**config.mk**
```make
export PLATFORM = sky130hd
export DESIGN_NAME = rbwp_ctrl
export DESIGN_NICKNAME = d
export VERILOG_FILES = /design/src/sv/rbwp_pkg.sv /design/src/sv/rbwp_ctrl.sv
export SDC_FILE = /design/constraint.sdc
export NUM_CORES = 1
export LEC_CHECK = 0
export CORE_AREA = 4 4 41 43
export DETAILED_ROUTE_END_ITERATION = 16
export DIE_AREA = 0 0 45 47
export DONT_BUFFER_PORTS = 1
export HOLD_SLACK_MARGIN = 0.15
export PLACE_DENSITY = 0.3
export SLEW_MARGIN = 5
export SYNTH_ARGS = -nofsm -noshare
export SYNTH_HDL_FRONTEND = slang
export SYNTH_SLANG_ARGS = --single-unit
```
**constraint.sdc**
```tcl
create_clock -name clock -period 1.4 [get_ports clock]
set_input_delay 0.14 -clock clock [delete_from_list [all_inputs] [get_ports clock]]
set_output_delay 0.14 -clock clock [all_outputs]
set_load 0.005 [all_outputs]
```
**src/sv/rbwp_pkg.sv**
```systemverilog
`default_nettype none
package rbwp_pkg;

   localparam int unsigned DEF_MEM_WORDS = 1024;

   localparam int unsigned OFF_W   = 12;
   localparam int unsigned SIZE_W  = 13;
   localparam int unsigned PADDR_W = 4;
   localparam int unsigned PDATA_W = 32;

   typedef enum logic [1:0] {
      OP_RING_WR = 2'd0,
      OP_RING_RD = 2'd1,
      OP_WORD_RD = 2'd2,
      OP_WORD_WR = 2'd3
   } op_type;

   typedef enum logic [1:0] {
      STAT_OK       = 2'd0,
      STAT_RING_ERR = 2'd1,
      STAT_ADDR_ERR = 2'd2
   } status_type;

   typedef enum logic [1:0] {
      REG_RING_START = 2'd0,
      REG_RING_SIZE  = 2'd1,
      REG_BIG_ENDIAN = 2'd2
   } reg_index_type;

   localparam logic [OFF_W-1:0]  RST_RING_START = '0;
   localparam logic [SIZE_W-1:0] RST_RING_SIZE  = 13'd4096;
   localparam logic              RST_BIG_ENDIAN = 1'b0;

   typedef enum logic [1:0] {
      ST_CLEAR,
      ST_IDLE,
      ST_DECIDE,
      ST_EXEC
   } state_type;

   typedef struct packed {
      logic [OFF_W-1:0]  ring_start;
      logic [SIZE_W-1:0] ring_size;
      logic              big_endian;
   } cfg_type;

   typedef struct packed {
      logic clear_en;
      logic capture;
      logic fetch;
      logic exec;
   } cmd_type;

   typedef struct packed {
      logic clear_last;
      logic out_free;
   } sts_type;

endpackage
`default_nettype wire

```
**src/sv/rbwp_ctrl.sv**
```systemverilog
`default_nettype none
module rbwp_ctrl (
   input  wire logic              clock,
   input  wire logic              reset,
   input  wire logic              req_valid,
   output logic                   req_stall,
   input  wire rbwp_pkg::sts_type sts,
   output rbwp_pkg::cmd_type      cmd
);

   rbwp_pkg::state_type state_ff, state_in;

   always_comb begin
      state_in = state_ff;
      case (state_ff)
         rbwp_pkg::ST_CLEAR: begin
            if (sts.clear_last) begin
               state_in = rbwp_pkg::ST_IDLE;
            end
         end
         rbwp_pkg::ST_IDLE: begin
            if (req_valid) begin
               state_in = rbwp_pkg::ST_DECIDE;
            end
         end
         rbwp_pkg::ST_DECIDE: begin
            state_in = rbwp_pkg::ST_EXEC;
         end
         rbwp_pkg::ST_EXEC: begin
            if (sts.out_free) begin
               state_in = rbwp_pkg::ST_IDLE;
            end
         end
         default: begin
            state_in = rbwp_pkg::ST_CLEAR;
         end
      endcase
   end

   always_comb begin
      cmd       = '0;
      req_stall = 1'b1;
      case (state_ff)
         rbwp_pkg::ST_CLEAR: begin
            cmd.clear_en = 1'b1;
         end
         rbwp_pkg::ST_IDLE: begin
            req_stall   = 1'b0;
            cmd.capture = req_valid;
         end
         rbwp_pkg::ST_DECIDE: begin
            cmd.fetch = 1'b1;
         end
         rbwp_pkg::ST_EXEC: begin
            cmd.exec = sts.out_free;
         end
         default: begin
            cmd = '0;
         end
      endcase
   end

   always_ff @(posedge clock) begin
      if (reset) begin
         state_ff <= rbwp_pkg::ST_CLEAR;
      end else begin
         state_ff <= state_in;
      end
   end

endmodule
`default_nettype wire

```
==> qor.yml <==
run_status:
  status: "finished clean"
cells_and_area:
  layout_common_cells: "7 x buf_4, 4 x inv_1, 3 x nor2_1, 3 x clkbuf_4"
  fin_util_pct: 24.6
  final_common_cell: "buf_4"
  syn_to_final_growth_pct: 82.9
  final_cell_area_sq_um: 320
  drive_gt1_share_pct: 59.4
  biggestRegsByFlops: "state_ff x2"
  largest_reg_flops: 2
  largest-register: "state_ff"
  nets: 43
  diodes: 0
  stdcell_count: 47
  fillers: 140
setup_path:
  crit_path_top_delay_cell: "dfxtp_4"
  cp_max_fo: 3
  crit_end: "state_ff[0]"
  critPathKind: "reg2reg"
  crit_arrival_ns: 1.50
  cp_slowest_stage_delay_ns: 0.36
  path_buf_inv: 2
  crit_start: "state_ff[0]"
  crit_path_end_kind: "flip-flop"
  path_delay_family: "flip-flops"
  r2r_start: "state_ff[0]"
  r2r_slack_ns: 0.00009
  cp.required_ns: 1.50
  cp_cell_sequence: "inv_2, ha_4, a222oi_1, buf_4, mux2_4"
  r2r_end: "state_ff[0]"
  rr_worst_depth: 5
  critPathLaunchType: "flip-flop"
  cp.depth: 5
drt:
  drc_errors: 0
  firstDrtPassIters: 4
  drt_iter0_drc: 2
  drt-total-wl_microns: 404
  wl_per_cell_microns: 8.60
  viasPerCell: 3.51
  detail-route-antenna-nets: 0
  vias: 165
clock_network:
  clock_sinks: 2
  path_clk_slew_ns: 0.03
  clockRootBuffer: "clkbuf_4"
  cts_max_path_buffers: 2
  cts_max_level: 1
  clock_latency_ns: 0.22
  tritoncts: "yes"
  cts_buffers: 3
global_route:
  grt_pass1_wl_microns: 717
  grt_overflow: 0
  grtUsageTotal_pct: 4.81
  grt_max_degree: 4
  antenna_found_initial: 0
  grt_pass1_vias: 179
yosys:
  ys_seq_area_share_pct: 22.9
  syn_area_sq_um: 175
  netlist_instances: 21
  synth_warnings: 0
  synth_cell_types: 9
  syn_nets: 30
  yosys_register_bits: 2
  postSynthAreaPerCell_sq_um: 8.34
sta:
  post-route-period-util_pct: 100
  setup_violations: 0
  post-route-min-period_ns: 1.40
  hold_viol_final: 0
  slew_headroom_pct: 82.7
  drv_slew: 0
  finClkSkew_ns: 0.00404
  worst_pin_slew_ns: 0.259
  max_freq_mhz: 714
  rsz0062_at_grt: "true"
floorplanning:
  start_util_pct: 13.5
  fp-row-count: 13
  core_area_sq_um: 1300
  dieWidth_microns: 45
  fp.dieArea_sq_um: 2120
  ioPinCount: 10
  fp.dieH_microns: 47
placement:
  gp_congestion: 0.676
  io_buffers: 0
  place.detailed.hpwl_microns: 328
  placed_cells: 41
  dpl_cell_area_sq_um: 249
power:
  p_clk_share_pct: 22.8
  p_comb_share_pct: 54.6
  max-vdd-ir-drop_mv: 0.567
  switching_power_w: 0.000172
  p_per_area_nw_per_um2: 1670
  switching_share_pct: 32.2
  p_leak_nw: 0.153
  internal_power_w: 0.000362
  seq_power_share_pct: 22.6
job:
  cap_violations: 0
hold_path:
  hp-class: "in2reg"
  min_from: "reset"
-- repair_timing --
action,CTS,global route
pin swaps,2,0
buffers inserted,2,0
setup endpoints to repair,2,2
hold buffers,1,0
gates resized for setup,6,0
hold endpoints to repair,1,0
-- power by group through the flow --
stage	Clock (W)	Sequential [W]	Combinational [W]
floorplan	0	0.0000996	0.000142
global placement	0	0.000107	0.000253
detailed placement	0	0.000106	0.000251
CTS	0.000128	0.000121	0.000300
global route	0.000141	0.000124	0.000330
finish	0.000122	0.000121	0.000292
-- how the worst min path moves through the flow --
stage	endpoint	slack, ns	depth (start not counted)
2_1_floorplan	state_ff[1]	0.31	2
3_3_place_gp	state_ff[1]	0.32	2
3_5_place_dp	state_ff[1]	0.34	2
4_1_cts	state_ff[0]	0.16	2
5_1_grt	state_ff[0]	0.16	2
6_report	state_ff[0]	0.17	2
-- cell usage after synthesis --
| cell type | count | area [sq um] |
|---|---|---|
| mux2i_1 | 1 | 10.0 |
| nand2b_1 | 2 | 12.5 |
| mux2_1 | 1 | 11.3 |
| dfxtp_1 | 2 | 40.0 |
| ha_1 | 4 | 50.1 |
| and2_2 | 1 | 7.51 |
| nor2_1 | 3 | 11.3 |
| a222oi_1 | 1 | 10.0 |
| inv_1 | 6 | 22.5 |
-- metrics by stage --
stage               power, W  setup TNS, ns  hold slack (ns)  worst slack, ns
global placement    0.000359        -0.0222            0.323          -0.0222
CTS                 0.000548              0            0.157        0.0000323
detailed placement  0.000356        -0.0608            0.340          -0.0540
global route        0.000595         -0.127            0.161          -0.0904
floorplan           0.000242              0            0.313          0.00125
finish              0.000534              0            0.166        0.0000874
-- layer usage --
layer	global-route usage, %	vias to the layer above	wire, microns
met4	0	0	0
met2	7.06	10	145
li1	-	89	-
met3	4.60	0	71
met5	0	-	0
met1	5.42	66	187
-- cell families (layout without fill, tap and decap cells) --
kind of cell | count (synthesis) | count (layout) | share of synthesized area, %
mux | 2 | 2 | 12.1
simple gates | 6 | 6 | 17.9
buf+inv | 6 | 17 | 12.9
flops | 2 | 2 | 22.9
fa+ha+maj | 4 | 4 | 28.6
compound gates | 1 | 1 | 5.71
-- worst reg2reg max path, cell delays in order (launching register included) --
cell and delay [ns]:
dfxtp_4 0.36, inv_2 0.05, ha_4 0.15, a222oi_1 0.26, buf_4 0.17, mux2_4 0.29
-- final cells by class --
class	instances	area, sq um	area share (%)
flip-flops and latches	2	47.5	14.8
multi-input cells	13	144	44.9
well taps	15	18.8	5.86
inverters	6	25.0	7.81
repair buffers	8	62.6	19.5
clock buffers	3	22.5	7.03
No activity file was read; power rests on OpenSTA's default activity.
