## config.mk

```make
export PLATFORM = sky130hd
export DESIGN_NAME = rbwp_csr
export DESIGN_NICKNAME = d
export VERILOG_FILES = /design/src/sv/rbwp_pkg.sv /design/src/sv/rbwp_csr.sv
export SDC_FILE = /design/constraint.sdc
export NUM_CORES = 1
export LEC_CHECK = 0
export BUFFER_PORTS_ARGS = -buffer_cell sky130_fd_sc_hd__clkbuf_2
export CAP_MARGIN = 5
export CORE_MARGIN = 5
export CORE_UTILIZATION = 41
export DETAILED_ROUTE_END_ITERATION = 8
export PLACE_DENSITY_LB_ADDON = 0.05
export SLEW_MARGIN = 0
export SYNTH_ARGS = -nofsm -noshare
export SYNTH_HDL_FRONTEND = slang
export SYNTH_SLANG_ARGS = --single-unit
```

## constraint.sdc

```tcl
create_clock -name clock -period 2 [get_ports clock]
set_clock_uncertainty 0.2 [all_clocks]
set_input_delay 0.6 -clock clock [delete_from_list [all_inputs] [get_ports clock]]
set_output_delay 0.6 -clock clock [all_outputs]
set_load 0.05 [all_outputs]
```

## src/sv/rbwp_pkg.sv

```systemverilog
`default_nettype none
package rbwp_pkg;

   localparam int unsigned DEF_MEM_WORDS = 1024;

   localparam int unsigned OFF_W   = 12;
   localparam int unsigned SIZE_W  = 13;
   localparam int unsigned PADDR_W = 4;
   localparam int unsigned PDATA_W = 32;

   typedef enum logic [1:0] {
      OP_RING_WR = 2'd0,
      OP_RING_RD = 2'd1,
      OP_WORD_RD = 2'd2,
      OP_WORD_WR = 2'd3
   } op_type;

   typedef enum logic [1:0] {
      STAT_OK       = 2'd0,
      STAT_RING_ERR = 2'd1,
      STAT_ADDR_ERR = 2'd2
   } status_type;

   typedef enum logic [1:0] {
      REG_RING_START = 2'd0,
      REG_RING_SIZE  = 2'd1,
      REG_BIG_ENDIAN = 2'd2
   } reg_index_type;

   localparam logic [OFF_W-1:0]  RST_RING_START = '0;
   localparam logic [SIZE_W-1:0] RST_RING_SIZE  = 13'd4096;
   localparam logic              RST_BIG_ENDIAN = 1'b0;

   typedef enum logic [1:0] {
      ST_CLEAR,
      ST_IDLE,
      ST_DECIDE,
      ST_EXEC
   } state_type;

   typedef struct packed {
      logic [OFF_W-1:0]  ring_start;
      logic [SIZE_W-1:0] ring_size;
      logic              big_endian;
   } cfg_type;

   typedef struct packed {
      logic clear_en;
      logic capture;
      logic fetch;
      logic exec;
   } cmd_type;

   typedef struct packed {
      logic clear_last;
      logic out_free;
   } sts_type;

endpackage
`default_nettype wire

```

## src/sv/rbwp_csr.sv

```systemverilog
`default_nettype none
module rbwp_csr (
   input  wire logic                              clock,
   input  wire logic                              reset,
   input  wire logic                              psel,
   input  wire logic                              penable,
   input  wire logic                              pwrite,
   input  wire logic [rbwp_pkg::PADDR_W-1:0]      paddr,
   input  wire logic [rbwp_pkg::PDATA_W-1:0]      pwdata,
   output logic      [rbwp_pkg::PDATA_W-1:0]      prdata,
   output logic                                   pready,
   output rbwp_pkg::cfg_type                      cfg
);

   rbwp_pkg::cfg_type cfg_ff, cfg_in;
   logic              wr_en;
   logic [1:0]        reg_idx;

   assign wr_en   = psel && penable && pwrite;
   assign reg_idx = paddr[3:2];
   assign pready  = 1'b1;
   assign cfg     = cfg_ff;

   always_comb begin
      cfg_in = cfg_ff;
      if (wr_en) begin
         case (reg_idx)
            rbwp_pkg::REG_RING_START: cfg_in.ring_start = pwdata[rbwp_pkg::OFF_W-1:0];
            rbwp_pkg::REG_RING_SIZE:  cfg_in.ring_size  = pwdata[rbwp_pkg::SIZE_W-1:0];
            rbwp_pkg::REG_BIG_ENDIAN: cfg_in.big_endian = pwdata[0];
            default:                  cfg_in = cfg_ff;
         endcase
      end
   end

   always_comb begin
      case (reg_idx)
         rbwp_pkg::REG_RING_START:
            prdata = {{(rbwp_pkg::PDATA_W-rbwp_pkg::OFF_W){1'b0}}, cfg_ff.ring_start};
         rbwp_pkg::REG_RING_SIZE:
            prdata = {{(rbwp_pkg::PDATA_W-rbwp_pkg::SIZE_W){1'b0}}, cfg_ff.ring_size};
         rbwp_pkg::REG_BIG_ENDIAN:
            prdata = {{(rbwp_pkg::PDATA_W-1){1'b0}}, cfg_ff.big_endian};
         default:
            prdata = '0;
      endcase
   end

   always_ff @(posedge clock) begin
      if (reset) begin
         cfg_ff.ring_start <= rbwp_pkg::RST_RING_START;
         cfg_ff.ring_size  <= rbwp_pkg::RST_RING_SIZE;
         cfg_ff.big_endian <= rbwp_pkg::RST_BIG_ENDIAN;
      end else begin
         cfg_ff <= cfg_in;
      end
   end

endmodule
`default_nettype wire

```

==> flow_summary.json, run 1 <==
{
  "die_area_mm2": 0.00488,
  "antenna_found_initial": 0,
  "vdd_drop_max_mv": 0.257,
  "worst_pin_slew_ns": 0.541,
  "vias": 1204,
  "route.detailed.drc": 0,
  "final_core_util_pct": 66.7,
  "grt_pass1_vias": 1246,
  "syn2layout_area_growth_pct": 54.0,
  "postCtsHoldBufs": 0,
  "drive_gt1_share_pct": 45.9,
  "place.gp.congestion": 0.722,
  "path_clk_slew_ns": 0.14,
  "die_h_um": 69.8,
  "numCtsBuffers": 3,
  "hold_violations": 0,
  "slew_violations": 0,
  "io_pins": 100,
  "timing.final.crit_share_pct": 109,
  "setup_viol": 13,
  "stdcell_area_mm2": 0.00226,
  "largest_reg_flops": 26,
  "grt_pass1_wl_um": 5930,
  "syn_area_mm2": 0.00147,
  "reg2reg_slack_ns": 1.11,
  "nNetsFinal": 260,
  "rr_startpoint": "cfg[20]$_SDFFE_PP0P_",
  "tritoncts": "yes",
  "fp.coreArea_mm2": 0.00339,
  "startpoint": "paddr[2]",
  "crit_type": "input port to output port",
  "cts_root_buf": "clkbuf_4",
  "ys_warn_count": 0,
  "first_pass_iters": 3,
  "grt-ovfl-total": 0,
  "worstSetupStartpointType": "input port",
  "yosysSeqAreaShare_pct": 35.5,
  "portBuffers": 58,
  "maxCapViolations": 0,
  "cpMaxStageDelayCell": "mux2i_4",
  "dp_hpwl_um": 2640,
  "wl_um": 3430,
  "powerDensity_mw_per_mm2": 475,
  "synth_area_per_cell_um2": 9.41,
  "crit_chain": "clkbuf_16, buf_16, mux2i_4, o21ai_2, buf_12",
  "wl_per_cell_um": 13.0,
  "slew_headroom_pct": 63.9,
  "vias_per_cell": 4.56,
  "crit_path_end": "prdata[0]",
  "synth_cell_types": 19,
  "dr.first_iter.drc_count": 47,
  "drt.antenna.violating_nets": 0,
  "synth_cells": 156,
  "grt_max_degree": 40,
  "critPathArrivalTime_ns": 1.39,
  "leakage_nw": 0.983,
  "clock.fmax_mhz": 457,
  "final.min_clock_period_ns": 2.19,
  "rows": 21,
  "fin_ws_ns": -0.187,
  "grt_usage_pct": 14.7,
  "htreeDepth": 1,
  "placed_cell_area_mm2": 0.00192,
  "rsz0062_at_grt": "yes",
  "start_util_pct": 43.3,
  "violations": "setup timing",
  "timing.rr.end": "cfg[20]$_SDFFE_PP0P_",
  "cpPeakStageDelay_ns": 0.18,
  "insertion_delay_ns": 0.31,
  "path_max_fanout": 5,
  "status": "complete, but fails checks",
  "die_w_um": 69.8,
  "ys_ff_latch": 26,
  "cts.path.max_buffers": 2,
  "cp-end-kind": "output port",
  "dp_slack_ns": -0.293,
  "diodes": 0,
  "hold_path_class": "register to register",
  "rr_worst_depth": 2,
  "required_ns": 1.20,
  "numClockSinks": 26
}
==> how the worst min path moves through the flow <==
| stage | from | to | slack, ns | cells after the start |
|---|---|---|---|---|
| 3_5_place_dp | cfg[7]$_SDFFE_PP0P_ | cfg[7]$_SDFFE_PP0P_ | 0.28 | 2 |
| 5_1_grt | pwdata[2] | cfg[16]$_SDFFE_PP0P_ | 0.32 | 3 |
| 3_3_place_gp | cfg[7]$_SDFFE_PP0P_ | cfg[7]$_SDFFE_PP0P_ | 0.27 | 2 |
| 2_1_floorplan | cfg[14]$_SDFFE_PP0P_ | cfg[14]$_SDFFE_PP0P_ | 0.50 | 2 |
| 4_1_cts | cfg[0]$_SDFFE_PP0P_ | cfg[0]$_SDFFE_PP0P_ | 0.32 | 2 |
| 6_report | cfg[0]$_SDFFE_PP0P_ | cfg[0]$_SDFFE_PP0P_ | 0.31 | 2 |
==> where the power goes <==
part | switching, mW | total, mW | internal, mW
Combinational | 0.185 | 0.280 | 0.0951
Clock | 0.151 | 0.262 | 0.111
Sequential | 0.00805 | 0.533 | 0.525
==> cell families (layout without fill, tap and decap cells) <==
family | Yosys count | count (layout) | share of synthesized area, %
and+or+nand+nor | 59 | 59 | 23.4
muxes | 38 | 38 | 25.9
buffers and inverters | 30 | 74 | 14.4
DFF | 26 | 26 | 35.5
other | 2 | 20 | 0.512
AOI/OAI and AO/OA | 1 | 1 | 0.341
==> cell type report <==
cell class,count,area (µm²)
Timing Repair Buffer,70,606
Tap cell,46,57.6
Fill cell,285,1130
Clock buffer,4,36.3
Sequential cell,26,520
Multi-Input combinational cell,118,1040
==> what timing repair did <==
action	CTS	global route
pin swaps	10	2
setup endpoints to repair	13	13
setup buffers	1	0
resized for setup	46	15
cloned	1	0
==> critical path: cells and delay by family <==
family	cells	cell delay, ns
compound gates	1	0.17
buf+inv	3	0.43
mux	1	0.18
==> stage by stage <==
step | hold WS, ns | instances | power [mW] | setup TNS [ns]
finish | 0.308 | 264 | 1.07 | -1.57
global route | 0.317 | 264 | 1.13 | -1.85
CTS | 0.315 | 264 | 1.08 | -1.85
detailed placement | 0.285 | 258 | 0.791 | -3.72
global placement | 0.274 | 258 | 0.788 | -3.47
floorplan | 0.503 | 174 | 0.771 | -1.31
==> layout by cell type, fill, tap and decap left out <==
| cell | netlist | layout |
|---|---|---|
| clkbuf_2 | 0 | 44 |
| nand2b_1 | 37 | 37 |
| mux2i_1 | 38 | 26 |
| dfxtp_1 | 26 | 26 |
| conb_1 | 2 | 20 |
| mux2i_4 | 0 | 12 |
| buf_8 | 0 | 12 |
| nor2_4 | 0 | 11 |
| buf_4 | 22 | 7 |
| buf_12 | 0 | 5 |
| clkbuf_4 | 0 | 3 |
| nor2_1 | 13 | 2 |
| nor2b_1 | 1 | 1 |
| nand2_1 | 1 | 1 |
| o21ai_2 | 0 | 1 |
| and3b_2 | 0 | 1 |
| nand3_1 | 1 | 1 |
| nor3_1 | 1 | 1 |
| nor3b_2 | 1 | 1 |
| or3b_1 | 1 | 1 |
| or3_1 | 1 | 1 |
| nand4_1 | 1 | 1 |
| clkbuf_8 | 0 | 1 |
| buf_16 | 0 | 1 |
| clkbuf_16 | 0 | 1 |
==> per-layer routing <==
metal	vias to the layer above	routed length, µm	GRT usage (%)
li1	600	-	-
met1	559	1310	16.1
met2	41	1850	27.5
met3	4	228	3.19
met4	0	42	4.89
met5	-	0	0
==> cells in the mapped netlist <==
cell	count	area share [%]
nand3_1	1	0.34
nor3_1	1	0.34
buf_4	22	11
and3b_1	1	0.60
nor3b_2	1	0.85
conb_1	2	0.51
buf_6	2	1.5
nand2_1	1	0.26
nand2b_1	37	16
or3b_1	1	0.60
or3_1	1	0.43
nor2b_1	1	0.43
mux2i_1	38	26
nand4_1	1	0.43
o21ai_0	1	0.34
clkbuf_1	5	1.3
nor2_1	13	3.3
buf_2	1	0.34
dfxtp_1	26	35
(Power assumes the default switching activity.)
==> run 2: changes to the inputs <==
==> constraint.sdc (replaced) <==
create_clock -name clock -period 2 [get_ports clock]
set_clock_uncertainty 0.2 [all_clocks]
set_input_delay 0.5 -clock clock [delete_from_list [all_inputs] [get_ports clock]]
set_output_delay 0.5 -clock clock [all_outputs]
set_load 0.05 [all_outputs]
==> run 2 against run 1 <==
Compared with the run above: the run now ends clean; combinational power decreased by 7.9%; setup slack improved by 0.22 ns; via count about the same; fmax is 11% higher; critical endpoint is now prdata[11]; worst hold slack got worse by 0.085 ns; count of clock-buffer cells in the layout did not move; sequential cell count did not move; cell area shrank 8.4%; cell count fell by 1.9%; sequential power about the same; routed wire length shrank 0.82%.
==> flow_summary.json, run 2 (synthesis results as in run 1) <==
{
  "route.detailed.drc": 0,
  "grt_usage_pct": 13.4,
  "drive_gt1_share_pct": 43.7,
  "setup_viol": 0,
  "worstSetupStartpointType": "input port",
  "numCtsBuffers": 3,
  "rsz0062_at_grt": "no",
  "largest_reg_flops": 26,
  "htreeDepth": 1,
  "dr.first_iter.drc_count": 24,
  "timing.final.crit_share_pct": 98.4,
  "powerDensity_mw_per_mm2": 511,
  "p_switching_mw": 0.344,
  "clockPowerShare_pct": 25.3,
  "drt.antenna.violating_nets": 0,
  "rows": 21,
  "status": "complete, no violations",
  "dp_hpwl_um": 2540,
  "cts.path.max_buffers": 2,
  "cts_root_buf": "clkbuf_4",
  "hold_path_class": "input port to register",
  "nFillCells": 294,
  "io_pins": 100,
  "antenna_found_initial": 0,
  "vdd_drop_max_mv": 0.342,
  "leakage_nw": 0.928,
  "fp.coreArea_mm2": 0.00339,
  "grt_pass1_wl_um": 5520,
  "start_util_pct": 43.3,
  "grt_pass1_vias": 1214,
  "cp-end-kind": "output port",
  "die_h_um": 69.8,
  "die_area_mm2": 0.00488,
  "required_ns": 1.30,
  "fin_ws_ns": 0.0322,
  "p_comb_share_pct": 24.3,
  "final_core_util_pct": 61.1,
  "vias": 1203,
  "seq_area_um2": 520,
  "slew_violations": 0,
  "vias_per_cell": 4.64,
  "hold_violations": 0,
  "swShare_pct": 32.5,
  "seq_power_share_pct": 50.3,
  "power_mw": 1.06,
  "clock.fmax_mhz": 508,
  "slew_headroom_pct": 64.4,
  "tritoncts": "yes",
  "final_common_cell": "clkbuf_2",
  "dp_slack_ns": -0.0628,
  "nNetsFinal": 255,
  "syn2layout_area_growth_pct": 41.2,
  "die_w_um": 69.8,
  "insertion_delay_ns": 0.32,
  "maxCapViolations": 0,
  "grt_max_degree": 40,
  "path_max_fanout": 7,
  "worst_pin_slew_ns": 0.533,
  "wl_um": 3400,
  "postCtsHoldBufs": 0,
  "numClockSinks": 26,
  "critPathArrivalTime_ns": 1.27,
  "crit_type": "input port to output port",
  "first_pass_iters": 4,
  "cellInternalPower_mw": 0.714,
  "path_clk_slew_ns": 0.14,
  "final.min_clock_period_ns": 1.97,
  "diodes": 0,
  "layout_common_cells": "45 x clkbuf_2, 37 x nand2b_1, 27 x mux2i_1",
  "place.gp.congestion": 0.763,
  "grt-ovfl-total": 0,
  "multi_input_area_um2": 986,
  "portBuffers": 58,
  "wl_per_cell_um": 13.1
}
## run 2: cell types whose count changed in the layout (fill, tap and decap cells not counted), moves of 2 or more
cell	previous run	this run
buf_12	5	3
buf_4	7	5
buf_6	0	8
mux2i_4	12	8
buf_8	12	1
nor2_4	11	8
nor2_2	0	3
mux2i_2	0	3
## run 2: final timing paths
check | start | endpoint | slack (ns) | depth (start not counted)
hold / removal | pwdata[5] | cfg[19]$_SDFFE_PP0P_ | 0.22 | 3
setup reg to reg | cfg[2]$_SDFFE_PP0P_ | cfg[2]$_SDFFE_PP0P_ | 1.11 | 2
hold reg to reg | cfg[0]$_SDFFE_PP0P_ | cfg[0]$_SDFFE_PP0P_ | 0.30 | 2
setup / recovery | paddr[2] | prdata[11] | 0.03 | 5
## run 2: per-layer routing
metal,GRT usage (%),vias to the layer above,part of all wire (%)
met5,0,-,0
met4,3.83,0,0.97
met2,25.0,51,50
li1,-,584,-
met1,15.0,564,41
met3,3.19,4,8.8
## run 2: repair_timing
action,in CTS,in global routing
endpoints found under the setup margin,9,11
gates resized for setup,21,34
cloned,0,1
setup buffers,0,0
## run 2: layout make-up
| class | instances | area share, % |
|---|---|---|
| timing repair buffer | 65 | 22.8 |
| multi-input combinational | 118 | 47.6 |
| clock buffer | 4 | 1.75 |
| tap | 46 | 2.78 |
| sequential | 26 | 25.1 |
## run 2: power groups by stage
stage          clock [mW]  sequential [mW]  combinational, mW
5_1_grt             0.295            0.534              0.270
3_5_place_dp            0            0.541              0.237
3_3_place_gp            0            0.541              0.235
4_1_cts             0.274            0.531              0.243
6_report            0.268            0.532              0.258
2_1_floorplan           0            0.564              0.195
## run 2: through the flow
step | hold WS [ns] | std cells | TNS, ns | instance area (µm²)
floorplan | 0.467 | 174 | -0.269 | 1610
global placement | 0.273 | 254 | -0.379 | 1830
detailed placement | 0.289 | 254 | -0.456 | 1830
CTS | 0.222 | 258 | -0.0986 | 1940
global route | 0.227 | 259 | 0 | 2070
finish | 0.222 | 259 | 0 | 2070
## run 2: critical path, stage by stage
cell	delay (ns)
buf_4	0.14
buf_12	0.15
mux2i_4	0.19
nor2_4	0.10
clkbuf_8	0.18
